===== src/rtl/alucc_pkg.sv =====
// shared types and codes for the alu with condition codes
package alucc_pkg;

  localparam int unsigned DATA_W = 64;
  localparam int unsigned HALF_W = DATA_W / 2;
  localparam int unsigned SHAMT_W = 6;

  localparam logic [3:0] MODE_ADD = 4'd0;
  localparam logic [3:0] MODE_SUB = 4'd1;
  localparam logic [3:0] MODE_AND = 4'd2;
  localparam logic [3:0] MODE_XOR = 4'd3;
  localparam logic [3:0] MODE_SHL = 4'd4;
  localparam logic [3:0] MODE_SHR = 4'd5;
  localparam logic [3:0] MODE_SHL2 = 4'd6;
  localparam logic [3:0] MODE_SAR = 4'd7;
  localparam logic [3:0] MODE_MAX = 4'd8;
  localparam logic [3:0] MODE_MIN = 4'd9;
  localparam logic [3:0] MODE_MUL = 4'd10;

  localparam logic [3:0] COND_ALWAYS = 4'd0;
  localparam logic [3:0] COND_LE = 4'd1;
  localparam logic [3:0] COND_L = 4'd2;
  localparam logic [3:0] COND_E = 4'd3;
  localparam logic [3:0] COND_NE = 4'd4;
  localparam logic [3:0] COND_GE = 4'd5;
  localparam logic [3:0] COND_G = 4'd6;

  typedef struct packed {
    logic       upd;
    logic       upd_ovf;
    logic       ovf;
    logic [3:0] cond_sel;
  } ctl_t;

  typedef struct packed {
    logic [DATA_W-1:0] res;
    logic              is_mul;
    logic [DATA_W-1:0] p_ll;
    logic [HALF_W-1:0] p_lh;
    logic [HALF_W-1:0] p_hl;
    ctl_t              ctl;
  } stage_t;

  typedef struct packed {
    logic zero;
    logic sign;
    logic overflow;
    logic cond;
  } flags_t;

endpackage


===== src/rtl/alucc_flags.sv =====
// condition code registers and branch condition check
module alucc_flags (
  input  logic                         clk,
  input  logic                         rst,
  input  logic                         en,
  input  logic [alucc_pkg::DATA_W-1:0] res,
  input  alucc_pkg::ctl_t              ctl,
  output alucc_pkg::flags_t            flags_next
);

  logic zero_flag;
  logic sign_flag;
  logic overflow_flag;
  logic lt;

  always_comb begin
    flags_next.zero = ctl.upd ? (res == '0) : zero_flag;
    flags_next.sign = ctl.upd ? res[alucc_pkg::DATA_W-1] : sign_flag;
    flags_next.overflow = ctl.upd_ovf ? ctl.ovf : overflow_flag;
    lt = flags_next.sign ^ flags_next.overflow;
    case (ctl.cond_sel)
      alucc_pkg::COND_ALWAYS: flags_next.cond = 1'b1;
      alucc_pkg::COND_LE: flags_next.cond = lt | flags_next.zero;
      alucc_pkg::COND_L: flags_next.cond = lt;
      alucc_pkg::COND_E: flags_next.cond = flags_next.zero;
      alucc_pkg::COND_NE: flags_next.cond = !flags_next.zero;
      alucc_pkg::COND_GE: flags_next.cond = !lt;
      alucc_pkg::COND_G: flags_next.cond = !lt && !flags_next.zero;
      default: flags_next.cond = 1'b0;
    endcase
  end

  always_ff @(posedge clk) begin
    if (rst) begin
      zero_flag <= 1'b1;
      sign_flag <= 1'b0;
      overflow_flag <= 1'b0;
    end else if (en) begin
      zero_flag <= flags_next.zero;
      sign_flag <= flags_next.sign;
      overflow_flag <= flags_next.overflow;
    end
  end

endmodule


===== config.mk =====
export PLATFORM = sky130hd
export DESIGN_NAME = alucc_flags
export DESIGN_NICKNAME = d
export VERILOG_FILES = /design/src/rtl/alucc_pkg.sv /design/src/rtl/alucc_flags.sv
export SDC_FILE = /design/constraint.sdc
export NUM_CORES = 1
export LEC_CHECK = 0
export ABC_AREA = 1
export BUFFER_PORTS_ARGS = -buffer_cell sky130_fd_sc_hd__buf_2
export CAP_MARGIN = 10
export CORE_UTILIZATION = 28
export CTS_BUF_LIST = sky130_fd_sc_hd__clkbuf_4 sky130_fd_sc_hd__clkbuf_8
export CTS_CLUSTER_DIAMETER = 60
export DETAILED_ROUTE_END_ITERATION = 7
export GPL_TIMING_DRIVEN = 1
export HOLD_SLACK_MARGIN = 0.02
export MAX_ROUTING_LAYER = met4
export PLACE_DENSITY = 0.87
export SLEW_MARGIN = 10
export SYNTH_ARGS = -nofsm -noshare
export SYNTH_HDL_FRONTEND = slang
export SYNTH_SLANG_ARGS = --single-unit
export TNS_END_PERCENT = 20

===== constraint.sdc =====
create_clock -name clk -period 0.95 [get_ports clk]
set_input_delay 0.0475 -clock clk [delete_from_list [all_inputs] [get_ports clk]]
set_output_delay 0.0475 -clock clk [all_outputs]
set_load 0.01 [all_outputs]

Yosys cells after proc, flatten, opt, wreduce, memory -nomap -nowiden

Cells that the tools add are included.

Bits in registers: 3
Latch bits: 0
RAM bits: 0
Memory bits (read-only): 0
Bits of input ports: 74
Output and inout port bits: 4
Word-level logic and storage cells: 20
Memories kept: 0

$add $sub $neg: 0
Multipliers: 0
Divide/modulo/power cells: 0
$lt $le $gt $ge: 0
Equality and inequality tests: 6
Shift-type cells: 0
Mux-type cells: 4
Bitwise gates (word level): 2
Reductions and logical operators: 5

Operators with widths:

| operator             | count |
|---|---|
| $logic_not A64 Y1    | 1 |
| $eq A4 B3 Y1 const B | 3 |
| $eq A4 B2 Y1 const B | 2 |
| $pmux W1 S7          | 1 |
| $eq A4 B1 Y1 const B | 1 |
| $logic_not A4 Y1     | 1 |
| $mux W1              | 3 |
| $logic_not A1 Y1     | 2 |
| $logic_and A1 B1 Y1  | 1 |
| $or A1 B1 Y1         | 1 |
| $xor A1 B1 Y1        | 1 |

Longest topological paths before layout

Depth after elaboration: 5
Mapped depth: 10
Gate-level depth less buffers: 10

Worst setup path after synthesis

OpenSTA, ideal clock, no wires.

Path type: register to output
From: reg sign_flag
To: out flags_next[0] (netlist name)
Arrival: 1.001 ns
Required time: 0.902 ns
Slack: -0.099 ns
Stages on the path, launching flop included: 11
Buffers on the path: 0
Cell sequence: dfxtp_1 -> inv_1 -> nand2_1 -> nand2_1 -> nand2_2 -> and2_4 -> nand2_2 -> a21oi_2 -> nand2_1 -> nor2_1 -> nand2_1

RTL lines:

| item                     | RTL line          | text |
|---|---|---|
| start: declaration       | alucc_flags.sv:12 | `logic sign_flag;` |
| start signal: assignment | alucc_flags.sv:40 | `sign_flag <= flags_next.sign;` |
| end: declaration         | alucc_flags.sv:8  | `output alucc_pkg::flags_t flags_next` |

==> results_dict.tcl <==
set metrics [dict create \
    utilization_pct 60.1 \
    ios 78 \
    synth_top_family_by_area "simple AND/OR/NAND/NOR gates" \
    post-route-drc-count 0 \
    die_h_um 46.2 \
    wirelength_um 1800 \
    synth.avg_cell_area_um2 4.57 \
    slew_headroom_pct 88.4 \
    grt_pass1_wl_um 2870 \
    dr.first_iter.drc_count 13 \
    io_buffer_count 77 \
    final_area_um2 1070 \
    ir_drop_uv 528 \
    period_share_pct 150 \
    synth_xor_xnor_area_share_pct 0 \
    fin_ws_ns -0.472 \
    cp.required_ns 0.90 \
    post_drt_via_cell_ratio 4.23 \
    endpoint_kind "output pin" \
    fmax_ghz 0.703 \
    synthAdderAreaFrac_pct 0 \
    final_antenna_net_count 0 \
    syn_nets 194 \
    fp-row-count 15 \
    seq_area_frac_synth_pct 11.0 \
    status "complete, but fails checks" \
    setup_viol_count_final 2 \
    fin_crit_ns 1.42 \
    rsz0062_at_grt "yes" \
    startpoint_type "register" \
    placed_cells 226 \
    violations "setup timing" \
    synthCells 120 \
    yosys.area_share.simple_pct 72.1 \
    synth_compound_area_share_pct 7.99 \
    synthDistinctLibCells 12 \
    fin_tns_setup_ns -0.487 \
    synth_seq_cells 3 \
    clock-root-buffer "clkbuf_4" \
    ys_warn_count 0 \
    nNetsFinal 281 \
    groute.usage.overall_pct 18.7 \
    crit_type "register to output pin" \
    yosysTopAreaCellShare_pct 32.2 \
    post-dp-hpwl_um 1590 \
    post_dp_cell_area_um2 1000 \
    cts_buffers 3 \
    power_w 0.000751 \
    routedWlPerCell_um 7.77 \
    synth_area_leaders "nor2_1 32%, nand2_1 24%, dfxtp_1 11%" \
    gp_congestion 0.741 \
    htreeDepth 1 \
    hold_viol 0 \
    cp_data_arrival_time_ns 1.37 \
    vias 977 \
    diodes 0 \
    grt_max_degree 6 \
    tritoncts "yes" \
    overflow 0 \
    clock-sinks 3 \
    tightest_slew_ns 0.174 \
    dieWidth_um 46.2 \
    max_cap_violations 0 \
    cts.path.max_buffers 2 \
    cp_max_fo 2 \
    netlist_area_um2 548 \
    synth_top_cell_by_area "nor2_1" \
    drive_gt1_share_pct 51.0 \
    grt_pass1_vias 841 \
    start_util_pct 30.7 \
    area_growth_pct 95.4 \
    drtPass1Iterations 2 \
    core-area_um2 1780 \
    p_leak_nw 0.624 \
    power_density_nw_per_um2 701 \
    postCtsSetupBuffers 0 \
    die_area_um2 2140 \
    muxShareOfSynthArea_pct 0 \
    hp-class "input pin to register" \
    instances_no_fill 231 \
    maxSlewViolCount 0 \
    antenna_found_initial 0 \
    insertion_delay_ns 0.23 \
    clk_pin_slew_ns 0.04 \
    fin_worst_skew_ns 0 \
]
## cells in the mapped netlist (all sizes together)
cell type   n
a21oi       6
and2        1
dfxtp       3
inv        13
nand2      42
nand3       6
nor2       47
o21ai       2
## sequential cells by signal, indices dropped and copies added, names as in the netlist
name	cells
overflow_flag	1
sign_flag	1
zero_flag	1
## cells in the final DEF, fill, tap and decap left out, drive strengths merged
cell type / n
and2: 1
nor2: 47
nand3: 6
dfxtp: 3
clkbuf: 4
dlygate4sd3: 1
a21oi: 6
inv: 13
buf: 81
o21ai: 2
nand2: 42
## through the flow
stage,hold slack [ns],worst slack [ns]
after CTS,0.0249,-0.479
after global placement,0.254,-0.196
final,0.0370,-0.472
after detailed placement,0.257,-0.221
after global routing,0.0573,-0.582
after floorplan,0.143,-0.0847
## path summary, 6_finish.rpt
check	startpoint	to	slack, ns	cells past startpoint
worst max-delay path	overflow_flag$_SDFFE_PP0P_	flags_next[0]	-0.47	11
worst min-delay path	rst	zero_flag$_SDFFE_PP1P_	0.04	3
worst max register to register	sign_flag$_SDFFE_PP0P_	sign_flag$_SDFFE_PP0P_	0.09	5
worst min register to register	zero_flag$_SDFFE_PP1P_	zero_flag$_SDFFE_PP1P_	0.49	2
## routing by layer
metal / track usage (%) / vias to the layer above / routed length (µm)
met5: - / - / 0
li1: - / 534 / -
met4: 12.4 / 0 / 0
met3: 4.71 / 0 / 162
met1: 16.7 / 397 / 685
met2: 34.4 / 46 / 948
## power by group
| group | switching, W | internal [W] |
|---|---|---|
| combinational | 0.000154 | 0.000203 |
| sequential | 0.00000588 | 0.000137 |
| clock | 0.0000647 | 0.000186 |
| total | 0.000224 | 0.000526 |
## what timing repair did
action,4_1_cts,5_1_grt
setup endpoints to repair,4,5
pin swaps,2,1
resized for setup,4,5
hold buffers,1,0
gates cloned,0,0
hold endpoints to repair,1,0
## area by class of cell
type,instances,area [µm²]
repair buffers,82,435
multi-input cells,104,463
flip-flops and latches,3,62.6
well taps,25,31.3
inverters,13,48.8
clock buffers,4,30.0
fillers,201,712
## kinds of logic (layout without fill, tap and decap cells)
logic type	after synthesis	in the layout
buffers and inverters	13	99
flip-flops	3	3
AO/OA/AOI/OAI	8	8
AND/OR/NAND/NOR	96	96
## critical path: stages, from the launching register on
cell	delay, ns
dfxtp_2	0.32
inv_1	0.05
nand2_1	0.05
nand2_1	0.06
nand2_2	0.07
and2_4	0.14
nand2_2	0.04
a21oi_2	0.10
nand2_1	0.06
nor2_1	0.08
nand2_1	0.05
buf_2	0.13
No activity file was read; power rests on OpenSTA's default activity.
